===== src/hw/rtl/csvd_pkg.sv =====
// ----------------------------------------------------------------------------
// csvd_pkg
// Types and constants shared by the csv field delimiter and its channels.
// ----------------------------------------------------------------------------
package csvd_pkg;

  // character codes with fixed meaning
  localparam logic [7:0] CH_DQ = 8'h22;
  localparam logic [7:0] CH_SQ = 8'h27;
  localparam logic [7:0] CH_LF = 8'h0A;
  localparam logic [7:0] CH_CR = 8'h0D;

  // counter limits
  localparam logic [9:0]  FIELD_MAX = 10'd1023;
  localparam logic [31:0] COUNT_MAX = 32'hFFFF_FFFF;

  // configuration channel widths
  localparam int CFG_INDEX_W = 3;
  localparam int CFG_DATA_W  = 8;

  // result queue geometry
  localparam int QDEPTH = 4;
  localparam int QPTR_W = $clog2(QDEPTH);
  localparam int QCNT_W = $clog2(QDEPTH + 1);

  // configuration register indexes
  typedef enum logic [CFG_INDEX_W-1:0] {
    CFG_VALUE_SEP_A      = 3'd0,
    CFG_VALUE_SEP_B      = 3'd1,
    CFG_LINE_SEP_A       = 3'd2,
    CFG_LINE_SEP_B       = 3'd3,
    CFG_CRLF_ENABLE      = 3'd4,
    CFG_MAX_QUOTED_LINES = 3'd5
  } cfg_reg_t;

  // classification of a byte
  typedef enum logic [1:0] {
    KIND_CONTENT   = 2'd0,
    KIND_VALUE_SEP = 2'd1,
    KIND_LINE_SEP  = 2'd2,
    KIND_ERROR     = 2'd3
  } kind_t;

  // latched error codes
  typedef enum logic [1:0] {
    ERR_NONE         = 2'd0,
    ERR_QUOTED_LINES = 2'd1,
    ERR_UNTERMINATED = 2'd2
  } err_t;

  // one result item
  typedef struct packed {
    kind_t       kind;
    logic [7:0]  out_byte;
    logic [31:0] byte_offset;
    logic [9:0]  field_number;
    logic [31:0] record_number;
    err_t        error_code;
    logic        last;
  } result_t;

endpackage


===== src/hw/rtl/csvd_if.sv =====
// ----------------------------------------------------------------------------
// csvd channel interfaces
// Valid/ready channels for text bytes, classified results and register writes.
// ----------------------------------------------------------------------------

// text byte channel
interface csvd_in_if;
  logic       valid;
  logic       ready;
  logic [7:0] in_byte;
  logic       end_of_data;

  modport source (output valid, output in_byte, output end_of_data, input ready);
  modport sink   (input valid, input in_byte, input end_of_data, output ready);
endinterface

// classified result channel
interface csvd_out_if;
  logic        valid;
  logic        ready;
  logic [1:0]  kind;
  logic [7:0]  out_byte;
  logic [31:0] byte_offset;
  logic [9:0]  field_number;
  logic [31:0] record_number;
  logic [1:0]  error_code;
  logic        last;

  modport source (output valid, output kind, output out_byte, output byte_offset,
                  output field_number, output record_number, output error_code,
                  output last, input ready);
  modport sink   (input valid, input kind, input out_byte, input byte_offset,
                  input field_number, input record_number, input error_code,
                  input last, output ready);
endinterface

// register write channel
interface csvd_cfg_if;
  logic                           valid;
  logic                           ready;
  logic [csvd_pkg::CFG_INDEX_W-1:0] index;
  logic [csvd_pkg::CFG_DATA_W-1:0]  data;

  modport source (output valid, output index, output data, input ready);
  modport sink   (input valid, input index, input data, output ready);
endinterface


===== src/hw/rtl/csv_field_delimiter.sv =====
// ----------------------------------------------------------------------------
// csv_field_delimiter
// Classifies csv text bytes as content, value separator, line separator or
// error, tracking byte offset, field number and record number.
// ----------------------------------------------------------------------------
//
//  channel  role   transfer carries
//  -------  -----  ---------------------------------------------------------
//  text     sink   in_byte, end_of_data
//  tokens   source kind, out_byte, byte_offset, field_number, record_number,
//                  error_code, last
//  cfg      sink   index, data (register write, always ready)
//
// A byte is classified in the cycle it is taken; its zero, one or two
// results land in a four-entry result queue and the first one is visible
// the next cycle. One byte per cycle is sustained while each byte gives one
// result and tokens ready stays high; text ready drops while fewer than two
// queue slots are free, so bytes that replay a held CR can hold the text
// channel. Reset (rst, synchronous) empties the queue, clears text state
// and errors and loads the register defaults.
// ----------------------------------------------------------------------------
module csv_field_delimiter (
  input  logic           clk,
  input  logic           rst,
  csvd_in_if.sink        text,
  csvd_out_if.source     tokens,
  csvd_cfg_if.sink       cfg
);

  // configuration registers
  logic [7:0] value_sep_a, value_sep_b, line_sep_a, line_sep_b;
  logic       crlf_enable;
  logic [7:0] max_quoted_lines;

  // text state
  logic          quote_open, quote_is_double, quote_just_opened, close_pending;
  logic [7:0]    quoted_line_count;
  logic          cr_held;
  logic [31:0]   position_count;
  logic [9:0]    field_count;
  logic [31:0]   record_count;
  csvd_pkg::err_t error_latched;

  logic          quote_open_next, quote_is_double_next, quote_just_opened_next;
  logic          close_pending_next;
  logic [7:0]    quoted_line_count_next;
  logic          cr_held_next;
  logic [31:0]   position_count_next;
  logic [9:0]    field_count_next;
  logic [31:0]   record_count_next;
  csvd_pkg::err_t error_latched_next;

  // results of the current byte
  csvd_pkg::result_t cr_res, cur_res;
  logic              cr_v, cur_v;

  // result queue
  csvd_pkg::result_t                 queue [csvd_pkg::QDEPTH];
  logic [csvd_pkg::QPTR_W-1:0]       wr_ptr, rd_ptr;
  logic [csvd_pkg::QCNT_W-1:0]       count, count_next;
  logic                              accept, pop;

  // register writes
  assign cfg.ready = 1'b1;

  always_ff @(posedge clk) begin
    if (rst) begin
      value_sep_a      <= 8'd44;
      value_sep_b      <= 8'd44;
      line_sep_a       <= 8'd10;
      line_sep_b       <= 8'd10;
      crlf_enable      <= 1'b1;
      max_quoted_lines <= 8'd2;
    end else if (cfg.valid) begin
      case (csvd_pkg::cfg_reg_t'(cfg.index))
        csvd_pkg::CFG_VALUE_SEP_A:      value_sep_a      <= cfg.data;
        csvd_pkg::CFG_VALUE_SEP_B:      value_sep_b      <= cfg.data;
        csvd_pkg::CFG_LINE_SEP_A:       line_sep_a       <= cfg.data;
        csvd_pkg::CFG_LINE_SEP_B:       line_sep_b       <= cfg.data;
        csvd_pkg::CFG_CRLF_ENABLE:      crlf_enable      <= cfg.data[0];
        csvd_pkg::CFG_MAX_QUOTED_LINES: max_quoted_lines <= cfg.data;
        default: ;
      endcase
    end
  end

  // handshakes
  assign accept = text.valid && text.ready;
  assign pop    = tokens.valid && tokens.ready;
  assign text.ready = (count <= csvd_pkg::QCNT_W'(csvd_pkg::QDEPTH - 2));

  // byte classification and next text state
  always_comb begin
    logic [7:0] b;
    logic       eod, is_vs, is_ls, is_quote, done, qo, quoted_err;
    logic [7:0] qc;

    b        = text.in_byte;
    eod      = text.end_of_data;
    is_vs    = (b == value_sep_a) || (b == value_sep_b);
    is_ls    = (b == line_sep_a) || (b == line_sep_b);
    is_quote = (b == csvd_pkg::CH_DQ) || (b == csvd_pkg::CH_SQ);
    qc       = quote_is_double ? csvd_pkg::CH_DQ : csvd_pkg::CH_SQ;
    done       = 1'b0;
    qo         = quote_open;
    quoted_err = 1'b0;

    quote_open_next        = quote_open;
    quote_is_double_next   = quote_is_double;
    quote_just_opened_next = quote_just_opened;
    close_pending_next     = close_pending;
    quoted_line_count_next = quoted_line_count;
    cr_held_next           = cr_held;
    field_count_next       = field_count;
    record_count_next      = record_count;
    error_latched_next     = error_latched;
    position_count_next    = (position_count == csvd_pkg::COUNT_MAX) ?
                             position_count : position_count + 32'd1;

    // replayed carriage return
    cr_v                 = 1'b0;
    cr_res.kind          = csvd_pkg::KIND_CONTENT;
    cr_res.out_byte      = csvd_pkg::CH_CR;
    cr_res.byte_offset   = (position_count == 32'd0) ? 32'd0 : position_count - 32'd1;
    cr_res.field_number  = field_count;
    cr_res.record_number = record_count;
    cr_res.error_code    = csvd_pkg::ERR_NONE;
    cr_res.last          = 1'b0;

    // result of this byte
    cur_v                 = 1'b1;
    cur_res.kind          = csvd_pkg::KIND_CONTENT;
    cur_res.out_byte      = b;
    cur_res.byte_offset   = position_count;
    cur_res.field_number  = field_count;
    cur_res.record_number = record_count;
    cur_res.error_code    = csvd_pkg::ERR_NONE;
    cur_res.last          = eod;

    if (error_latched != csvd_pkg::ERR_NONE) begin
      cur_res.kind       = csvd_pkg::KIND_ERROR;
      cur_res.error_code = error_latched;
    end else begin
      // held cr is dropped only before a line feed that ends a line
      if (cr_held) begin
        cr_held_next = 1'b0;
        cr_v         = !((b == csvd_pkg::CH_LF) && is_ls);
      end

      // lookahead after a quote char inside a span
      if (close_pending) begin
        close_pending_next = 1'b0;
        if (b == qc) begin
          done = 1'b1;
        end else begin
          qo = 1'b0;
        end
      end
      quote_open_next = qo;

      if (!done && qo) begin
        // inside a quoted span
        quote_just_opened_next = 1'b0;
        if (b == qc) begin
          if (quote_just_opened) begin
            quote_open_next = 1'b0;
          end else begin
            close_pending_next = 1'b1;
          end
        end else if (is_ls) begin
          if (quoted_line_count == max_quoted_lines) begin
            quoted_err         = 1'b1;
            cur_res.kind       = csvd_pkg::KIND_ERROR;
            cur_res.error_code = csvd_pkg::ERR_QUOTED_LINES;
            error_latched_next = csvd_pkg::ERR_QUOTED_LINES;
          end else begin
            quoted_line_count_next = quoted_line_count + 8'd1;
          end
        end
      end else if (!done) begin
        // unquoted byte
        if (is_quote) begin
          quote_open_next        = 1'b1;
          quote_is_double_next   = (b == csvd_pkg::CH_DQ);
          quote_just_opened_next = 1'b1;
          quoted_line_count_next = 8'd0;
        end else if (is_vs) begin
          cur_res.kind = csvd_pkg::KIND_VALUE_SEP;
          if (field_count < csvd_pkg::FIELD_MAX) begin
            field_count_next = field_count + 10'd1;
          end
        end else if (is_ls) begin
          cur_res.kind     = csvd_pkg::KIND_LINE_SEP;
          field_count_next = 10'd0;
          if (record_count != csvd_pkg::COUNT_MAX) begin
            record_count_next = record_count + 32'd1;
          end
        end else if ((b == csvd_pkg::CH_CR) && crlf_enable && !eod) begin
          cr_held_next = 1'b1;
          cur_v        = 1'b0;
        end
      end

      // span still open at end of text
      if (eod && !quoted_err && quote_open_next && !close_pending_next) begin
        cur_res.kind       = csvd_pkg::KIND_ERROR;
        cur_res.error_code = csvd_pkg::ERR_UNTERMINATED;
        error_latched_next = csvd_pkg::ERR_UNTERMINATED;
      end
    end

    // end of text starts the next one from zero
    if (eod) begin
      quote_open_next        = 1'b0;
      quote_is_double_next   = 1'b0;
      quote_just_opened_next = 1'b0;
      close_pending_next     = 1'b0;
      quoted_line_count_next = 8'd0;
      cr_held_next           = 1'b0;
      position_count_next    = 32'd0;
      field_count_next       = 10'd0;
      record_count_next      = 32'd0;
    end
  end

  // text state registers
  always_ff @(posedge clk) begin
    if (rst) begin
      quote_open        <= 1'b0;
      quote_is_double   <= 1'b0;
      quote_just_opened <= 1'b0;
      close_pending     <= 1'b0;
      quoted_line_count <= 8'd0;
      cr_held           <= 1'b0;
      position_count    <= 32'd0;
      field_count       <= 10'd0;
      record_count      <= 32'd0;
      error_latched     <= csvd_pkg::ERR_NONE;
    end else if (accept) begin
      quote_open        <= quote_open_next;
      quote_is_double   <= quote_is_double_next;
      quote_just_opened <= quote_just_opened_next;
      close_pending     <= close_pending_next;
      quoted_line_count <= quoted_line_count_next;
      cr_held           <= cr_held_next;
      position_count    <= position_count_next;
      field_count       <= field_count_next;
      record_count      <= record_count_next;
      error_latched     <= error_latched_next;
    end
  end

  // result queue storage, up to two entries written per transfer
  always_ff @(posedge clk) begin
    if (accept) begin
      if (cr_v) begin
        queue[wr_ptr] <= cr_res;
        if (cur_v) begin
          queue[wr_ptr + csvd_pkg::QPTR_W'(1)] <= cur_res;
        end
      end else if (cur_v) begin
        queue[wr_ptr] <= cur_res;
      end
    end
  end

  // queue pointers and fill count
  always_comb begin
    logic [csvd_pkg::QCNT_W-1:0] n_in;
    n_in = accept ? (csvd_pkg::QCNT_W'(cr_v) + csvd_pkg::QCNT_W'(cur_v)) : '0;
    count_next = count + n_in - csvd_pkg::QCNT_W'(pop);
  end

  always_ff @(posedge clk) begin
    if (rst) begin
      wr_ptr <= '0;
      rd_ptr <= '0;
      count  <= '0;
    end else begin
      if (accept) begin
        wr_ptr <= wr_ptr + csvd_pkg::QPTR_W'(cr_v) + csvd_pkg::QPTR_W'(cur_v);
      end
      if (pop) begin
        rd_ptr <= rd_ptr + csvd_pkg::QPTR_W'(1);
      end
      count <= count_next;
    end
  end

  // output channel
  assign tokens.valid         = (count != '0);
  assign tokens.kind          = queue[rd_ptr].kind;
  assign tokens.out_byte      = queue[rd_ptr].out_byte;
  assign tokens.byte_offset   = queue[rd_ptr].byte_offset;
  assign tokens.field_number  = queue[rd_ptr].field_number;
  assign tokens.record_number = queue[rd_ptr].record_number;
  assign tokens.error_code    = queue[rd_ptr].error_code;
  assign tokens.last          = queue[rd_ptr].last;

  // checks
  a_queue_bound: assert property (@(posedge clk) disable iff (rst)
    count <= csvd_pkg::QCNT_W'(csvd_pkg::QDEPTH))
    else $error("result queue overfilled");

  a_ready_room: assert property (@(posedge clk) disable iff (rst)
    text.ready |-> (count <= csvd_pkg::QCNT_W'(csvd_pkg::QDEPTH - 2)))
    else $error("byte taken without room for two results");

  a_error_sticky: assert property (@(posedge clk) disable iff (rst)
    (error_latched != csvd_pkg::ERR_NONE) |=> $stable(error_latched))
    else $error("latched error changed");

  a_cr_unquoted: assert property (@(posedge clk) disable iff (rst)
    cr_held |-> (!quote_open && !close_pending))
    else $error("carriage return held inside a quoted span");

endmodule


===== src/flat_wrapper.sv =====
// flat-port wrapper written by rule: the top's interface ports become plain ports
module csv_field_delimiter_flat 
  (clk, rst, text_valid, text_in_byte, text_end_of_data, text_ready, tokens_valid, tokens_kind, tokens_out_byte, tokens_byte_offset, tokens_field_number, tokens_record_number, tokens_error_code, tokens_last, tokens_ready, cfg_valid, cfg_index, cfg_data, cfg_ready);
  csvd_in_if text_i ();
  csvd_out_if tokens_i ();
  csvd_cfg_if cfg_i ();
  input  logic clk;
  input  logic rst;
  input wire logic [$bits(text_i.valid)-1:0] text_valid;
  input wire logic [$bits(text_i.in_byte)-1:0] text_in_byte;
  input wire logic [$bits(text_i.end_of_data)-1:0] text_end_of_data;
  output wire logic [$bits(text_i.ready)-1:0] text_ready;
  output wire logic [$bits(tokens_i.valid)-1:0] tokens_valid;
  output wire logic [$bits(tokens_i.kind)-1:0] tokens_kind;
  output wire logic [$bits(tokens_i.out_byte)-1:0] tokens_out_byte;
  output wire logic [$bits(tokens_i.byte_offset)-1:0] tokens_byte_offset;
  output wire logic [$bits(tokens_i.field_number)-1:0] tokens_field_number;
  output wire logic [$bits(tokens_i.record_number)-1:0] tokens_record_number;
  output wire logic [$bits(tokens_i.error_code)-1:0] tokens_error_code;
  output wire logic [$bits(tokens_i.last)-1:0] tokens_last;
  input wire logic [$bits(tokens_i.ready)-1:0] tokens_ready;
  input wire logic [$bits(cfg_i.valid)-1:0] cfg_valid;
  input wire logic [$bits(cfg_i.index)-1:0] cfg_index;
  input wire logic [$bits(cfg_i.data)-1:0] cfg_data;
  output wire logic [$bits(cfg_i.ready)-1:0] cfg_ready;
  assign text_i.valid = text_valid;
  assign text_i.in_byte = text_in_byte;
  assign text_i.end_of_data = text_end_of_data;
  assign text_ready = text_i.ready;
  assign tokens_valid = tokens_i.valid;
  assign tokens_kind = tokens_i.kind;
  assign tokens_out_byte = tokens_i.out_byte;
  assign tokens_byte_offset = tokens_i.byte_offset;
  assign tokens_field_number = tokens_i.field_number;
  assign tokens_record_number = tokens_i.record_number;
  assign tokens_error_code = tokens_i.error_code;
  assign tokens_last = tokens_i.last;
  assign tokens_i.ready = tokens_ready;
  assign cfg_i.valid = cfg_valid;
  assign cfg_i.index = cfg_index;
  assign cfg_i.data = cfg_data;
  assign cfg_ready = cfg_i.ready;
  csv_field_delimiter u_core (.clk(clk), .rst(rst), .text(text_i), .tokens(tokens_i), .cfg(cfg_i));
endmodule

===== config.mk =====
export PLATFORM = sky130hd
export DESIGN_NAME = csv_field_delimiter_flat
export DESIGN_NICKNAME = d
export VERILOG_FILES = /design/src/hw/rtl/csvd_pkg.sv /design/src/hw/rtl/csvd_if.sv /design/src/hw/rtl/csv_field_delimiter.sv /design/src/flat_wrapper.sv
export SDC_FILE = /design/constraint.sdc
export NUM_CORES = 1
export LEC_CHECK = 0
export ABC_CLOCK_PERIOD_IN_PS = 18650
export BUFFER_PORTS_ARGS = -buffer_cell sky130_fd_sc_hd__buf_2
export CAP_MARGIN = 20
export CORE_ASPECT_RATIO = 1.5
export CORE_UTILIZATION = 29
export DETAILED_ROUTE_END_ITERATION = 16
export GPL_TIMING_DRIVEN = 0
export PLACE_DENSITY = 0.5
export SYNTH_ARGS = -nofsm -noshare
export SYNTH_HDL_FRONTEND = slang
export SYNTH_SLANG_ARGS = --single-unit

===== constraint.sdc =====
create_clock -name clk -period 18.65 [get_ports clk]
set_input_delay 1.865 -clock clk [delete_from_list [all_inputs] [get_ports clk]]
set_output_delay 1.865 -clock clk [all_outputs]
set_load 0.005 [all_outputs]

==> flow_summary_export.csv <==
group,metric,value,unit
synthesis,yosysWarnings,0,
floorplanning,die-area,77700,um^2
synthesis,async_flop_share,0,
grt,grt_overflow_total,0,
layout,n_antenna_cell,0,
placed_design,gp_congestion,0.851,
power_and_ir_drop,leakagePower,8.60,nW
grt,antenna_found_initial,1,
layout,final_nets,2064,
grt,grt_pass1_wl,96900,um
layout,seq_area,13200,um^2
status,outcome,"complete, no violations",
critical_path,cp_cell_sequence,"buf_2 > buf_4 > xnor2_1 > nand4_1 > o22a_1 > nand3_1 > nor2_1 > inv_1 > ha_1 > clkbuf_1 > a31oi_1 > nand4_1 > nor4_2 > nor2b_1 > buf_2 > a21oi_1 > a31oi_1",
floorplanning,fp.dieH,341,um
route,initialDrtViolationCount,947,
floorplanning,initial_core_util,0.294,
sta,fin_crit_sh,0.316,
cts,cts_root_buffer,"clkbuf_16",
sta,fin_skew,26.4,ps
flow_run,maxCapViolCount,0,
cts,postCtsHoldBufs,0,
critical_path,worstPathRequired,19080,ps
sta,hold_viol_final,0,
sta,finalCriticalPeriod,5900,ps
critical_path,crit_slowest_cell,"a31oi_1",
sta,tightest_slew,1060,ps
grt,grt_max_degree,16,
sta,rsz0062_at_grt,"false",
synthesis,synth.top_cell.area_share,0.471,
synthesis,syn_inst,1802,
layout,areaGrowthSynthToFinish,17.9,%
cts,cts_tree,"built",
route,wl,64400,um
cts,cts.sinks,487,
synthesis,syn_avg_cell_area,12.3,um^2
grt,grt_pass1_vias,15800,
synthesis,synth_cell_type_count,75,
synthesis,ys_seq_area_frac,0.596,
floorplanning,core_region_area,75400,um^2
grt,track_usage,0.163,
route,drcViolationCount,0,
cts,clkTransAtPathRegs,70,ps
cts,clkLatencyLatePin,610,ps
route,viasPerCell,5.06,
synthesis,synth_top_area_cell,"edfxtp_1",
synthesis,synth_edf_count,348,
sta,drv_slew,0,
layout,fillers,7508,
critical_path,crit_path_max_incr_delay,810,ps
sta,setup_violations,0,
synthesis,synthFlopType,"edfxtp_1",
route,post_drt_wl_per_cell,21.0,um
critical_path,cp_max_fo,10,
hold_path,hp-class,"flop to flop",
sta,max_slew_margin,0.290,
synthesis,synth_seq_cells,487,
layout,multi_input_area,8420,um^2
critical_path,critical_path_class,"primary input to flop",
cts,cts_buffer_depth,3,
route,vias,15500,
power_and_ir_drop,total_power,3.15,mW
synthesis,synthTopCellsByArea,"edfxtp_1, dfxtp_1, mux4_2, xnor2_1, o21ai_0",
placed_design,io_buffers,107,
placed_design,pre_cts_ws,12140,ps
power_and_ir_drop,ir_drop,0.0000630,V
floorplanning,die_w,228,um
synthesis,synth.cell_area,22200,um^2
critical_path,worstPathArrival,6320,ps
cts,h-tree-depth,2,
floorplanning,num_io_pins,115,
synthesis,syn_nets,1839,
floorplanning,num_rows,123,
placed_design,hpwl,48100,um
route,ant_nets,0,
sta,layout_setup_ws,12750,ps
critical_path,worstSetupStartpointType,"primary input",
sta,fmax,0.170,GHz
layout,drive_gt1_frac,0.188,
cts,cts_buffers,48,
route,dr.pass1.iters,5,
power_and_ir_drop,power_density,120,nW/um^2
cts,cts_setup_buffers,0,
critical_path,endpoint_kind,"flop",
sta,tns,0,ps
cts,cts_resized,0,
## placed cells by master, fill, tap and decap left out, types with 16 or more instances in the layout
| master | netlist | layout |
|---|---|---|
| nand2b_1 | 24 | 24 |
| nor3_1 | 30 | 27 |
| mux2i_1 | 18 | 18 |
| and2_1 | 32 | 32 |
| nand3_1 | 45 | 45 |
| nand4_1 | 35 | 35 |
| buf_4 | 3 | 62 |
| or3_1 | 30 | 30 |
| xnor2_1 | 84 | 84 |
| buf_2 | 15 | 122 |
| o21ai_0 | 133 | 133 |
| mux4_2 | 87 | 87 |
| nor4_1 | 18 | 16 |
| inv_1 | 24 | 24 |
| o21ai_1 | 18 | 18 |
| clkbuf_1 | 87 | 99 |
| edfxtp_1 | 348 | 348 |
| nand2_1 | 157 | 157 |
| nor2_1 | 148 | 148 |
| dfxtp_1 | 139 | 139 |
| a21oi_1 | 79 | 79 |
| and3_1 | 19 | 19 |
| clkbuf_16 | 0 | 48 |
| a31oi_1 | 32 | 32 |
## registers in the layout (all words and copies together), names as in the netlist, 2 cells and up, named ones only
name / cells
u_core.count: 3
u_core.error_latched: 2
u_core.field_count: 10
u_core.line_sep_a: 8
u_core.line_sep_b: 8
u_core.max_quoted_lines: 8
u_core.position_count: 32
u_core.queue: 348
u_core.quoted_line_count: 8
u_core.rd_ptr: 2
u_core.record_count: 32
u_core.value_sep_a: 8
u_core.value_sep_b: 8
u_core.wr_ptr: 2
## where the power goes
part | leakage, nW | internal [mW] | total, mW | switching [mW]
clock | 0.787 | 0.580 | 1.00 | 0.424
combinational | 3.46 | 0.344 | 0.835 | 0.491
sequential | 4.36 | 1.29 | 1.31 | 0.0242
## final timing paths
check             slack [ps]                         end  cells past startpoint                  startpoint
setup / recovery       12750         u_core.queue[0][76]                     17             text_in_byte[1]
hold / removal           470  u_core.max_quoted_lines[2]                      2  u_core.max_quoted_lines[2]
setup reg to reg       13930         u_core.queue[0][76]                     15       u_core.value_sep_b[6]
hold reg to reg          470  u_core.max_quoted_lines[2]                      2  u_core.max_quoted_lines[2]
## critical path, delay by kind of cell
kind / cells / cell delay [ps]
adders and majority gates: 1 / 200
and+or+nand+nor: 6 / 1810
buffers and inverters: 5 / 820
AOI/OAI and AO/OA: 4 / 1480
xor gates and xnor gates: 1 / 130
## cell families after synthesis
logic type	share of synthesized area
AND/OR/NAND/NOR	0.143
AO/OA/AOI/OAI	0.0879
multiplexers	0.100
other	0.000169
adder cells (fa/ha/maj)	0.00744
XOR/XNOR	0.0386
flip-flops	0.596
buffers and inverters	0.0262
## cell usage after synthesis, types with 19 or more instances
cell type / n
edfxtp_1: 348
a21oi_1: 79
nand3_1: 45
inv_1: 24
nand2b_1: 24
o21ai_0: 133
or3_1: 30
nand4_1: 35
clkbuf_1: 87
mux4_2: 87
nand2_1: 157
dfxtp_1: 139
a31oi_1: 32
nor2_1: 148
and2_1: 32
nor3_1: 30
xnor2_1: 84
and3_1: 19
## through the flow
stage | hold slack (ps) | utilization | instance area [um^2] | cells
after global routing | 483 | 0.347 | 26200 | 3066
after global placement | 459 | 0.318 | 24000 | 2909
final | 467 | 0.347 | 26200 | 3066
after detailed placement | 460 | 0.325 | 24500 | 2973
after CTS | 468 | 0.346 | 26100 | 3062
after floorplan | 438 | - | 22200 | 1802
## routing by layer
layer	GRT usage	up-vias	wire length [um]
met1	0.187	7779	25300
li1	-	7226	-
met2	0.301	399	34000
met5	0	-	9
met4	0.0660	2	2220
met3	0.0261	110	2820
## layout make-up
type,instances,share of cell area
well taps,1000,0.0478
repair buffers,175,0.0415
clock inverters,24,0.0109
plain buffers,120,0.0186
multi-input cells,1170,0.322
clock buffers,65,0.0502
inverters,25,0.00358
flip-flops and latches,487,0.505
Power figures use the tool's default switching activity.
